==> src/rtl/bole_pkg.sv <==
// bole_pkg: constants, operation and status codes, and transaction types
// for the bounded ordered list engine. No dependencies.
`timescale 1ns / 1ps
`default_nettype none

package bole_pkg;

	// list sizing
	localparam int CAPACITY   = 16;
	localparam int DATA_WIDTH = 32;
	localparam int IDX_W      = (CAPACITY > 2) ? $clog2(CAPACITY) : 1;
	localparam int CNT_W      = $clog2(CAPACITY + 1);

	// operation codes
	localparam logic [2:0] OP_PUSH_FRONT = 3'd0;
	localparam logic [2:0] OP_PUSH_BACK  = 3'd1;
	localparam logic [2:0] OP_INSERT     = 3'd2;
	localparam logic [2:0] OP_POP_FRONT  = 3'd3;
	localparam logic [2:0] OP_POP_BACK   = 3'd4;
	localparam logic [2:0] OP_DELETE     = 3'd5;
	localparam logic [2:0] OP_DUMP       = 3'd6;

	// status codes
	localparam logic [1:0] ST_OK        = 2'd0;
	localparam logic [1:0] ST_EMPTY     = 2'd1;
	localparam logic [1:0] ST_NOT_FOUND = 2'd2;
	localparam logic [1:0] ST_FULL      = 2'd3;

	// request transaction
	typedef struct packed {
		logic [2:0]         operation;
		logic signed [31:0] value;
		logic signed [31:0] anchor;
	} req_t;

	// response transaction
	typedef struct packed {
		logic [1:0]         status;
		logic signed [31:0] data_out;
		logic [4:0]         occupancy;
		logic               last;
	} rsp_t;

endpackage

`default_nettype wire

==> src/rtl/bounded_ordered_list_engine_unit.sv <==
// bounded_ordered_list_engine_unit: ordered list in a small memory, run by a
// sequencer around one read port, one write port and one shared comparator.
// Depends on bole_pkg.
//
//  channel | signals                    | direction | moves
//  --------+----------------------------+-----------+------------------------
//  req     | req_valid, req_ready, req  | in        | one operation
//  rsp     | rsp_valid, rsp_ready, rsp  | out       | one result (dump: many)
//
// Steps: push back writes the entry, then gives its result; push front and
// insert move entries one at a time (a read, then a write per entry moved);
// searches read, then compare, one entry at a time; pops and deletes move the
// tail down one entry at a time (a read, then a write); a dump reads, then
// sends, each entry. The single memory read port sets this pacing.
// Reset clears the count, the sequencer and the response valid; the memory
// is not cleared. req_ready is high only while the sequencer is idle, and
// the sequencer holds in its result states while rsp is stalled.
`timescale 1ns / 1ps
`default_nettype none

module bounded_ordered_list_engine_unit (
	input  wire logic          clk,
	input  wire logic          arst_n,
	input  wire logic          req_valid,
	output logic               req_ready,
	input  wire bole_pkg::req_t req,
	output logic               rsp_valid,
	input  wire logic          rsp_ready,
	output bole_pkg::rsp_t     rsp
);

	localparam int IW = bole_pkg::IDX_W;
	localparam int CW = bole_pkg::CNT_W;
	localparam int DW = bole_pkg::DATA_WIDTH;

	// sequencer states
	localparam logic [3:0] S_IDLE     = 4'd0;
	localparam logic [3:0] S_SRCH_RD  = 4'd1;
	localparam logic [3:0] S_SRCH_CMP = 4'd2;
	localparam logic [3:0] S_SHR_RD   = 4'd3;
	localparam logic [3:0] S_SHR_WR   = 4'd4;
	localparam logic [3:0] S_INS_WR   = 4'd5;
	localparam logic [3:0] S_REM_RD   = 4'd6;
	localparam logic [3:0] S_REM_GOT  = 4'd7;
	localparam logic [3:0] S_SHL_RD   = 4'd8;
	localparam logic [3:0] S_SHL_WR   = 4'd9;
	localparam logic [3:0] S_DUMP_RD  = 4'd10;
	localparam logic [3:0] S_DUMP_OUT = 4'd11;
	localparam logic [3:0] S_RESULT   = 4'd12;

	// list storage
	logic [DW-1:0] mem [bole_pkg::CAPACITY];
	logic [DW-1:0] rd_data_q;
	logic [IW-1:0] rd_addr;
	logic          mem_we;
	logic [IW-1:0] mem_wa;
	logic [DW-1:0] mem_wd;

	// control state
	logic [3:0]    state_q, state_d;
	logic [CW-1:0] cnt_q, cnt_d;
	logic          rsp_valid_q;

	// working registers
	logic [2:0]    op_q, op_d;
	logic [DW-1:0] val_q, val_d;
	logic [DW-1:0] key_q, key_d;
	logic [IW-1:0] idx_q, idx_d;
	logic [IW-1:0] lo_q, lo_d;
	logic [DW-1:0] data_q, data_d;
	logic [1:0]    st_q, st_d;
	bole_pkg::rsp_t rsp_q, rsp_d;

	logic          slot_free;
	logic          rsp_load;
	logic          full;
	logic          empty;
	logic          match;
	logic          at_last;
	logic          at_pen;
	logic [IW-1:0] last_idx;
	logic [DW-1:0] in_val;

	assign slot_free = !rsp_valid_q || rsp_ready;
	assign full      = (cnt_q == CW'(bole_pkg::CAPACITY));
	assign empty     = (cnt_q == '0);
	assign match     = (rd_data_q == key_q);
	assign last_idx  = IW'(cnt_q - CW'(1));
	assign at_last   = ((CW'(idx_q) + CW'(1)) == cnt_q);
	assign at_pen    = ((CW'(idx_q) + CW'(2)) == cnt_q);
	assign in_val    = DW'($unsigned(req.value));
	assign req_ready = (state_q == S_IDLE);
	assign rd_addr   = (state_q == S_SHL_RD) ? IW'(idx_q + IW'(1)) : idx_q;

	// sequencer next state and datapath control
	always_comb begin
		state_d  = state_q;
		cnt_d    = cnt_q;
		op_d     = op_q;
		val_d    = val_q;
		key_d    = key_q;
		idx_d    = idx_q;
		lo_d     = lo_q;
		data_d   = data_q;
		st_d     = st_q;
		rsp_d    = rsp_q;
		rsp_load = 1'b0;
		mem_we   = 1'b0;
		mem_wa   = idx_q;
		mem_wd   = rd_data_q;
		case (state_q)
			S_IDLE: begin
				if (req_valid) begin
					op_d   = req.operation;
					val_d  = in_val;
					key_d  = in_val;
					data_d = '0;
					st_d   = bole_pkg::ST_OK;
					idx_d  = '0;
					lo_d   = '0;
					state_d = S_RESULT;
					case (req.operation)
						bole_pkg::OP_PUSH_FRONT: begin
							if (full) st_d = bole_pkg::ST_FULL;
							else if (empty) state_d = S_INS_WR;
							else begin
								idx_d   = last_idx;
								state_d = S_SHR_RD;
							end
						end
						bole_pkg::OP_PUSH_BACK: begin
							if (full) st_d = bole_pkg::ST_FULL;
							else begin
								lo_d    = IW'(cnt_q);
								state_d = S_INS_WR;
							end
						end
						bole_pkg::OP_INSERT: begin
							key_d = DW'($unsigned(req.anchor));
							if (full) st_d = bole_pkg::ST_FULL;
							else if (empty) state_d = S_INS_WR;
							else state_d = S_SRCH_RD;
						end
						bole_pkg::OP_POP_FRONT: begin
							if (empty) st_d = bole_pkg::ST_EMPTY;
							else state_d = S_REM_RD;
						end
						bole_pkg::OP_POP_BACK: begin
							if (empty) st_d = bole_pkg::ST_EMPTY;
							else begin
								idx_d   = last_idx;
								state_d = S_REM_RD;
							end
						end
						bole_pkg::OP_DELETE: begin
							if (empty) st_d = bole_pkg::ST_EMPTY;
							else state_d = S_SRCH_RD;
						end
						bole_pkg::OP_DUMP: begin
							if (empty) st_d = bole_pkg::ST_EMPTY;
							else state_d = S_DUMP_RD;
						end
						default: begin
							st_d = bole_pkg::ST_OK;
						end
					endcase
				end
			end
			// linear search, one entry per read
			S_SRCH_RD: begin
				state_d = S_SRCH_CMP;
			end
			S_SRCH_CMP: begin
				if (match) begin
					if (op_q == bole_pkg::OP_INSERT) begin
						lo_d    = idx_q;
						idx_d   = last_idx;
						state_d = S_SHR_RD;
					end else begin
						state_d = S_REM_GOT;
					end
				end else if (at_last) begin
					st_d    = bole_pkg::ST_NOT_FOUND;
					state_d = S_RESULT;
				end else begin
					idx_d   = IW'(idx_q + IW'(1));
					state_d = S_SRCH_RD;
				end
			end
			// open a gap: move entries up from the tail down to lo
			S_SHR_RD: begin
				state_d = S_SHR_WR;
			end
			S_SHR_WR: begin
				mem_we = 1'b1;
				mem_wa = IW'(idx_q + IW'(1));
				if (idx_q == lo_q) state_d = S_INS_WR;
				else begin
					idx_d   = IW'(idx_q - IW'(1));
					state_d = S_SHR_RD;
				end
			end
			S_INS_WR: begin
				mem_we  = 1'b1;
				mem_wa  = lo_q;
				mem_wd  = val_q;
				cnt_d   = CW'(cnt_q + CW'(1));
				state_d = S_RESULT;
			end
			// take out one entry and close the gap
			S_REM_RD: begin
				state_d = S_REM_GOT;
			end
			S_REM_GOT: begin
				data_d = rd_data_q;
				if (at_last) begin
					cnt_d   = CW'(cnt_q - CW'(1));
					state_d = S_RESULT;
				end else begin
					state_d = S_SHL_RD;
				end
			end
			S_SHL_RD: begin
				state_d = S_SHL_WR;
			end
			S_SHL_WR: begin
				mem_we = 1'b1;
				mem_wa = idx_q;
				if (at_pen) begin
					cnt_d   = CW'(cnt_q - CW'(1));
					state_d = S_RESULT;
				end else begin
					idx_d   = IW'(idx_q + IW'(1));
					state_d = S_SHL_RD;
				end
			end
			// stream every entry, front first
			S_DUMP_RD: begin
				state_d = S_DUMP_OUT;
			end
			S_DUMP_OUT: begin
				if (slot_free) begin
					rsp_load           = 1'b1;
					rsp_d.status       = bole_pkg::ST_OK;
					rsp_d.data_out     = 32'(rd_data_q);
					rsp_d.occupancy    = 5'(cnt_q);
					rsp_d.last         = at_last;
					if (at_last) state_d = S_IDLE;
					else begin
						idx_d   = IW'(idx_q + IW'(1));
						state_d = S_DUMP_RD;
					end
				end
			end
			S_RESULT: begin
				if (slot_free) begin
					rsp_load        = 1'b1;
					rsp_d.status    = st_q;
					rsp_d.data_out  = 32'(data_q);
					rsp_d.occupancy = 5'(cnt_q);
					rsp_d.last      = 1'b1;
					state_d         = S_IDLE;
				end
			end
			default: begin
				state_d = S_IDLE;
			end
		endcase
	end

	// list memory with registered read
	always_ff @(posedge clk) begin
		if (mem_we) begin
			mem[mem_wa] <= mem_wd;
		end
		rd_data_q <= mem[rd_addr];
	end

	// control registers
	always_ff @(posedge clk or negedge arst_n) begin
		if (!arst_n) begin
			state_q     <= S_IDLE;
			cnt_q       <= '0;
			rsp_valid_q <= 1'b0;
		end else begin
			state_q     <= state_d;
			cnt_q       <= cnt_d;
			rsp_valid_q <= rsp_load || (rsp_valid_q && !rsp_ready);
		end
	end

	// working and response payload registers
	always_ff @(posedge clk) begin
		op_q   <= op_d;
		val_q  <= val_d;
		key_q  <= key_d;
		idx_q  <= idx_d;
		lo_q   <= lo_d;
		data_q <= data_d;
		st_q   <= st_d;
		rsp_q  <= rsp_d;
	end

	assign rsp_valid = rsp_valid_q;
	assign rsp       = rsp_q;

endmodule

`default_nettype wire

==> config.mk <==
export PLATFORM = sky130hd
export DESIGN_NAME = bounded_ordered_list_engine_unit
export DESIGN_NICKNAME = d
export VERILOG_FILES = /design/src/rtl/bole_pkg.sv /design/src/rtl/bounded_ordered_list_engine_unit.sv
export SDC_FILE = /design/constraint.sdc
export NUM_CORES = 1
export LEC_CHECK = 0
export ABC_AREA = 1
export BUFFER_PORTS_ARGS = -buffer_cell sky130_fd_sc_hd__buf_2
export CAP_MARGIN = 0
export CELL_PAD_IN_SITES_DETAIL_PLACEMENT = 1
export CELL_PAD_IN_SITES_GLOBAL_PLACEMENT = 1
export CORE_MARGIN = 3
export CORE_UTILIZATION = 50
export CTS_BUF_LIST = sky130_fd_sc_hd__clkbuf_4
export CTS_CLUSTER_DIAMETER = 80
export DETAILED_ROUTE_END_ITERATION = 8
export PLACE_DENSITY = 0.78
export SLEW_MARGIN = 20
export SYNTH_ARGS = -nofsm -noshare
export SYNTH_HDL_FRONTEND = slang
export SYNTH_SLANG_ARGS = --single-unit
==> constraint.sdc <==
create_clock -name clk -period 11.2 [get_ports clk]
set_input_delay 1.68 -clock clk [delete_from_list [all_inputs] [get_ports clk]]
set_output_delay 1.68 -clock clk [all_outputs]
set_load 0.01 [all_outputs]
# Word-level counts from Yosys, hierarchy flattened
# Memories as Yosys holds them, arrays and structs flattened. A register that Yosys moved wholly into a read port is not among the register bits.
# Cells that the tools add are included.
dict set report totals {
  in_bits 71
  n_memories 1
  wordCells 144
  out_inout_bits 42
  romBits 0
  reg_bits 159
  latchBits 0
  mem_bits_rw 512
}
dict set report op_classes {
  add_sub_neg 6
  n_eq_ne 36
  mul 0
  n_mux 61
  div_mod_pow 0
  order_cmp 0
  n_reduce_logical 26
  bitwise_logic 0
  n_shift 0
}
# memory words width read_ports rd_ports_with_merged_regs wr line_no
set memory_table {}
lappend memory_table {mem 16 32 1 1 1 bounded_ordered_list_engine_unit.sv:52} ;# logic [DW-1:0] mem [bole_pkg::CAPACITY];
# op count
set ops {}
lappend ops {{4-bit 2-to-1 mux} 26}
lappend ops {{32-bit 2-to-1 mux} 3}
lappend ops {{40-bit 2-to-1 mux} 2}
lappend ops {{40-bit case mux with 2 select lines} 1}
lappend ops {{32-bit case mux with 2 select lines} 1}
lappend ops {{4-bit case mux with 13 select lines} 1}
lappend ops {{32-bit == test} 1}
lappend ops {{4-bit case mux with 2 select lines} 3}
lappend ops {{4-bit case mux with 6 select lines} 1}
lappend ops {{2-bit != test, second input constant} 11}
lappend ops {{3-bit 2-to-1 mux} 7}
lappend ops {{4-bit == test, second input constant} 5}
lappend ops {{4-bit case mux with 5 select lines} 1}
lappend ops {{4-bit by 3-bit == test with 1-bit output, second input constant} 4}
lappend ops {{5-bit case mux with 3 select lines} 1}
lappend ops {{5-bit == test} 2}
lappend ops {{5-bit 2-to-1 mux} 2}
lappend ops {{3-bit by 2-bit == test with 1-bit output, second input constant} 3}
lappend ops {{3-bit == test, second input constant} 3}
lappend ops {{3-bit AND reduction} 3}
lappend ops {{4-bit by 2-bit == test with 1-bit output, second input constant} 2}
lappend ops {{2-bit 2-to-1 mux} 4}
lappend ops {{2-bit case mux with 2 select lines} 2}
lappend ops {{4-bit AND reduction} 2}
lappend ops {{other kinds (26)} 38}

# Longest topological paths before layout
# Gate-level depths: netlist (run 1).
dict set report depth {
  depth_word 6
  depth_mapped 15
  ltp_nobuf 15
}

# Least setup slack after synthesis (run 1)
# No wires, ideal clock.
dict set report synth_timing {
  path_kind {input-to-reg}
  from {input req_valid}
  to {register st_q[0], enable pin}
  setup_time_ns 0.340
  n_path_buf 0
  arrival_time_ns 5.115
  stages 4
  setup_slack_ns 5.746
  t_required_ns 10.860
  cell_sequence {inv_1 > nor2_1 > nor2_1 > a211oi_1}
}
dict set report synth_via {
  elab_chain_cells 2
}
# element line_no
set synth_lines {}
lappend synth_lines {{start: declaration} bounded_ordered_list_engine_unit.sv:24} ;# input wire logic req_valid,
lappend synth_lines {{2-bit != test (no source line)} --}
lappend synth_lines {{4-bit AND reduction (no source line)} --}
lappend synth_lines {{end signal: assignment} bounded_ordered_list_engine_unit.sv:300} ;# st_q <= st_d;
lappend synth_lines {{end: declaration} bounded_ordered_list_engine_unit.sv:71} ;# logic [1:0] st_q, st_d;
# Every way passes these cells.
# A chain may end at the register's enable or synchronous reset.

# Worst setup path after layout (run 1)
dict set report layout_timing {
  from {register idx_q[0]}
  to {register rd_data_q[5], read port of mem}
}
dict set report layout_via {
  elab_chain_cells 2
}
# element line_no
set layout_lines {}
lappend layout_lines {{start: declaration} bounded_ordered_list_engine_unit.sv:68} ;# logic [IW-1:0] idx_q, idx_d;
lappend layout_lines {{start signal: assignment} bounded_ordered_list_engine_unit.sv:297} ;# idx_q <= idx_d;
lappend layout_lines {{4-bit by 1-bit adder with 4-bit output} bounded_ordered_list_engine_unit.sv:93} ;# assign rd_addr = (state_q == S_SHL_RD) ? IW'(idx_q + IW'(1)) : idx_q;
lappend layout_lines {{4-bit 2-to-1 mux *} bounded_ordered_list_engine_unit.sv:93}
lappend layout_lines {{end: declaration} bounded_ordered_list_engine_unit.sv:53} ;# logic [DW-1:0] rd_data_q;
# Mark *: on every way between the ends. The rest lies on a longest branch, timed or not.

==> qor.txt, run 1 <==
CTS tree: built
Fillers: 5996
RD Place Congestion: 0.843
Post-synthesis compound-gate area fraction: 13.4%
Clk root buf: clkbuf_4
Routed len/inst: 24.4 um
Post-route DRC: 0
CTS buffer count: 177
Initial antenna violation count: 1
Hold Path Class: in -> async
DR iter-0 viols: 1960
Hpwl dp: 48800 um
Io pins: 113
Number of global-route vias before repair: 21835
CTS H-tree depth: 4
Sequential share of the synthesized area: 70.8%
Starting density of the core: 50.7%
Crit. End Element: register
Status: finished clean
DRT Wirelength: 85900 um
Period utilization: 37.0%
Top sig layer: met4
Metal3 WL: 7370 um
Critical Path RT: 12140 ps
Largest stage delay on the critical path: 800 ps
Fin worst setup slack: 7050 ps
FF+latch count, synth: 703
M1 wire length: 35300 um
Grt ovf: 0
Post-DRT Antenna Nets: 0
Simple-Gate Fraction of Synth Area: 8.05%
First-pass GRT wire length: 129000 um
Synth Area in XOR/XNOR: 1.02%
Crit-path slowest cell: buf_4
Cell area after synthesis: 29300 um2
Reg clk slew, reported paths: 70 ps
Clk_lat worst skew: 1030 ps
Critical-path cell list: inv_1 > ha_1 > o21ai_4 > buf_12 > inv_4 > buf_4 > o21ai_0 > o211ai_1 > nand3_1 > nand2_1
Worst VDD drop: 0.000274 V
IO Port Bufs: 112
Cell Rows: 88
Met2 wire len: 41200 um
Rel. slew slack: 33.8%
Commonest non-fill, non-tap cell in the layout: edfxtp_1
Commonest non-fill, non-tap cells in the layout: edfxtp_1, nand2_1, clkbuf_4
Die Y: 248 um
Tmin final: 4150 ps
Die area: 61500 um2
Mean Syn Cell Area: 12.2 um2
Unique cell type count in the Yosys netlist: 37
Fmax: 241 MHz
Setup_tns: 0 ps
CP Data Arrival Time: 5090 ps
Share of cells above drive strength 1: 19.8%
Dpl ws: 6630 ps
Mapped Cells: 2401
Setup Skew: 53.1 ps
Worst Path Max Fanout: 96
DRT Pass-1 Iters: 5
Setup crit start kind: register
Power per cell area: 302 nW/um2
Synth warn: 0
Nets: 2693
Vias per inst: 5.91
TritonCTS Sinks: 703
Largest family of logic cells by synthesized area: compound AO/OA/AOI/OAI gates
Post-synthesis async set-or-reset flop share: 1.42%
Clk buf depth: 3
Die X: 248 um
Total setup buffers inserted after CTS: 0
Worst slew pin tran: 992 ps
Leakage: 12.1 nW
Synthesized Nets: 2480
Multiplexer share of the synthesized area: 1.23%
Fin. Hold Viols: 0
Final number of setup-violating endpoints: 0
Total vias in the final route: 20838
Total of max-cap violations: 0
Setup CP Type: reg -> reg
EDFF count, synth: 661
Hold buffers post-CTS: 0
Gr usage total: 28.0%
RSZ-0062 raised after global routing: no
Largest net degree at the start of global routing: 133
CORE AREA: 57800 um2
Area Growth Syn to Fin: 13.6%
Post-CTS sizing: 0
Synth Flop Type: edfxtp_1
Post-synthesis adder-cell area fraction: 0.342%
Final Max Tran Viols: 0
==> metal layers <==
metal | vias up | track usage [%]
li1 | 9211 | -
met1 | 10534 | 38.1
met2 | 936 | 45.2
met3 | 157 | 5.38
met4 | 0 | 10.4
met5 | - | 0
==> cells by family after synthesis <==
group           Yosys count
fa+ha+maj                 8
xor+xnor                 34
simple gates            586
flops                   703
compound gates          668
mux                      32
buf+inv                 370
==> worst max-delay path, delay by kind of cell, from the launching register on <==
family,cells,cell delay (ps)
AOI/OAI and AO/OA,3,580
adders and majority gates,1,470
buffers and inverters,4,2030
DFF,1,600
and+or+nand+nor,2,260
==> flip-flops by register name, indices dropped and copies added, names as in the netlist, 5 cells and up <==
name       flops
mem          512
rsp           40
data_q        32
key_q         32
rd_data_q     32
val_q         32
cnt_q          5
==> power by group <==
part / internal (mW) / total (mW) / switching (mW) / leakage [nW]
sequential: 3.64 / 3.88 / 0.240 / 6.39
clock: 1.19 / 2.26 / 1.06 / 1.41
combinational: 1.06 / 3.92 / 2.86 / 4.25
==> Yosys cell counts, types with 2 or more instances <==
cell type / instances / area share [%]
nand2_2: 3 / 0.064
dfxtp_1: 32 / 2.2
clkbuf_2: 3 / 0.051
xnor2_1: 24 / 0.72
o211ai_1: 226 / 5.8
nand4_1: 2 / 0.043
dfrtp_1: 10 / 0.85
nor3_1: 7 / 0.12
a21oi_1: 176 / 3.0
mux2_2: 32 / 1.2
nand3_1: 91 / 1.6
o22ai_1: 4 / 0.085
o21ai_0: 250 / 4.3
inv_2: 4 / 0.051
ha_1: 8 / 0.34
inv_1: 222 / 2.8
nand2_1: 364 / 4.7
xor2_1: 10 / 0.30
buf_2: 66 / 1.1
clkbuf_1: 57 / 0.73
o21a_1: 2 / 0.051
buf_4: 4 / 0.10
nor2_1: 114 / 1.5
buf_1: 13 / 0.17
nor2_4: 2 / 0.077
a22oi_1: 2 / 0.051
o21ai_1: 3 / 0.051
edfxtp_1: 661 / 68
==> stage by stage <==
stage	cells	hold WS (ps)	util (%)	total power [mW]	area, um2
3_5_place_dp	3199	520	53.4	7.75	30900
5_1_grt	3524	472	57.6	10.6	33300
2_1_floorplan	2401	423	-	6.34	29300
6_report	3524	530	57.6	10.1	33300
4_1_cts	3521	441	57.5	10.0	33200
3_3_place_gp	3199	512	53.4	7.47	30900
==> final cells by class <==
cell class              count  area, um2  area share, %
multi-input cells        1328       7270           21.8
clock inverters            38        230          0.692
well taps                 765        957           2.88
flip-flops and latches    703      20700           62.3
diodes                      2       5.00         0.0150
repair buffers            178       1100           3.29
inverters                 226        852           2.56
clock buffers             284       2130           6.41
==> final timing paths <==
kind | from | slack (ps) | depth (start not counted) | endpoint
worst max register to register | idx_q[0]$_DFFE_PP_ | 7050 | 10 | rd_data_q[5]$_DFF_P_
max in group asynchronous | arst_n | 10450 | 1 | cnt_q[2]$_DFFE_PN0P_
worst max-delay path | idx_q[0]$_DFFE_PP_ | 7050 | 10 | rd_data_q[5]$_DFF_P_
min in group clk | data_q[10]$_SDFFCE_PN0P_ | 540 | 2 | rsp[16]$_DFFE_PP_
worst min register to register | data_q[10]$_SDFFCE_PN0P_ | 540 | 2 | rsp[16]$_DFFE_PP_
worst min-delay path | arst_n | 530 | 1 | state_q[1]$_DFFE_PN0P_
Note: power is estimated with default switching activity, not from simulation.
==> inputs of run 2 (changes only) <==
==> constraint.sdc (replaced) <==
create_clock -name clk -period 4.2 [get_ports clk]
set_input_delay 0.63 -clock clk [delete_from_list [all_inputs] [get_ports clk]]
set_output_delay 0.63 -clock clk [all_outputs]
set_load 0.01 [all_outputs]
==> qor.txt, run 2 (synthesis gave the netlist of run 1 again) <==
Status: finished clean
Routed len/inst: 26.6 um
RR Startpoint: idx_q[1]$_DFFE_PP_
CTS tree: built
Fin worst setup slack: 597 ps
Reg clk slew, reported paths: 90 ps
CP startpoint: idx_q[1]$_DFFE_PP_
Setup_tns: 0 ps
Clk root buf: clkbuf_4
Starting density of the core: 50.7%
Final Max Tran Viols: 0
CORE AREA: 57800 um2
Period utilization: 85.8%
Worst Path Max Fanout: 17
RD Place Congestion: 0.875
Gr usage total: 31.6%
Worst VDD drop: 0.000640 V
Clock power share: 22.4%
Tmin final: 3600 ps
DRT Pass-1 Iters: 5
Dpl cell area: 31200 um2
Fillers: 5890
Post-route design area: 34400 um2
Die Y: 248 um
Fin. Hold Viols: 0
Clk buf depth: 3
Largest net degree at the start of global routing: 130
Die X: 248 um
IO Port Bufs: 112
Total setup buffers inserted after CTS: 0
Most frequent CP cell: inv_1
Dpl ws: 748 ps
DRT Wirelength: 96500 um
Nets: 2785
Post-DRT Antenna Nets: 0
Crit-path slowest cell: nor2_4
Area Growth Syn to Fin: 17.4%
Internal Power: 16.2 mW
CTS H-tree depth: 4
Seq pwr share: 36.1%
Crit. End Element: register
Vias per inst: 6.03
Max reg flops: 512
Setup Skew: 70.9 ps
Initial antenna violation count: 5
Clk_lat worst skew: 1080 ps
Cell Rows: 88
Share of cells above drive strength 1: 19.6%
First-pass GRT wire length: 143000 um
Fmax: 278 MHz
Die area: 61500 um2
DR iter-0 viols: 2394
Io pins: 113
Top reg by flops: mem
Worst slew pin tran: 1070 ps
Power per cell area: 832 nW/um2
CP Data Arrival Time: 4320 ps
Worst setup endpoint: mem[6][15]$_DFFE_PP_
Setup crit start kind: register
Leakage: 12.5 nW
Total vias in the final route: 21851
TritonCTS Sinks: 703
Commonest non-fill, non-tap cell in the layout: edfxtp_1
Comb pwr share: 41.5%
Hold Path Class: in -> reg
Setup CP Type: reg -> reg
Number of global-route vias before repair: 22820
Final core utilization: 59.5%
Total of max-cap violations: 0
Sw frac: 43.5%
RR Endpoint: mem[6][15]$_DFFE_PP_
Final number of setup-violating endpoints: 0
Hpwl dp: 55200 um
P_sw: 12.5 mW
Grt ovf: 0
Post-route DRC: 0
RSZ-0062 raised after global routing: no
CTS buffer count: 179
Critical Path RT: 4920 ps
Post-CTS sizing: 0
Critical-path cell list: inv_1 > ha_1 > inv_1 > o211ai_1 > o21ai_0 > nor2_1 > nand2_1 > nor2_4 > buf_12
Hold_sp: req_valid
Hold buffers post-CTS: 70
Rel. slew slack: 28.5%
Commonest non-fill, non-tap cells in the layout: edfxtp_1, nand2_1, clkbuf_4
R2R setup slack: 600 ps
Depth of the most critical reg-to-reg path: 9
Largest stage delay on the critical path: 590 ps
==> run 2: worst min-delay path by stage <==
| stage | to | slack, ps | depth (start not counted) |
|---|---|---|---|
| 2_1_floorplan | cnt_q[0]$_DFFE_PN0P_ | 330 | 0 |
| 3_3_place_gp | cnt_q[2]$_DFFE_PN0P_ | 510 | 1 |
| 3_5_place_dp | cnt_q[3]$_DFFE_PN0P_ | 520 | 1 |
| 4_1_cts | state_q[2]$_DFFE_PN0P_ | 170 | 5 |
| 5_1_grt | data_q[15]$_SDFFCE_PN0P_ | 170 | 3 |
| 6_report | data_q[15]$_SDFFCE_PN0P_ | 240 | 3 |
==> run 2: per-layer routing <==
layer / track usage [%] / up-vias / wire, um
met5: 0 / - / 27
met4: 12.1 / 4 / 3130
met3: 7.79 / 218 / 9080
met2: 51.2 / 1236 / 46700
met1: 41.5 / 10996 / 37600
li1: - / 9397 / -
==> run 2: power groups by stage <==
stage / clock (mW) / combinational (mW) / sequential (mW)
after CTS: 6.31 / 11.4 / 10.3
after detailed placement: 0 / 11.2 / 10.4
after global placement: 0 / 10.5 / 10.4
after global routing: 6.87 / 12.7 / 10.4
after floorplan: 0 / 6.71 / 10.2
final: 6.40 / 11.9 / 10.3
==> run 2: worst max-delay path, delay by kind of cell (launching register included) <==
family	cells	cell delay [ps]
and+or+nand+nor	3	1190
buffers and inverters	3	580
DFF	1	560
AOI/OAI and AO/OA	2	490
adders and majority gates	1	460
==> run 2: per-stage QoR <==
step	hold slack, ps	power [mW]	instances
5_1_grt	169	30.0	3626
4_1_cts	173	28.0	3618
3_5_place_dp	517	21.6	3219
2_1_floorplan	334	16.9	2401
3_3_place_gp	507	20.9	3218
6_report	235	28.6	3626
==> run 2: area by class of cell <==
type / count / area, um2 / area share [%]
Clock buffer: 277 / 2080 / 6.04
Inverter: 226 / 851 / 2.47
Antenna cell: 7 / 17.5 / 0.0509
Tap cell: 765 / 957 / 2.78
Multi-Input combinational cell: 1328 / 7270 / 21.1
Timing Repair Buffer: 268 / 2130 / 6.20
Sequential cell: 703 / 20700 / 60.3
Clock inverter: 52 / 354 / 1.03
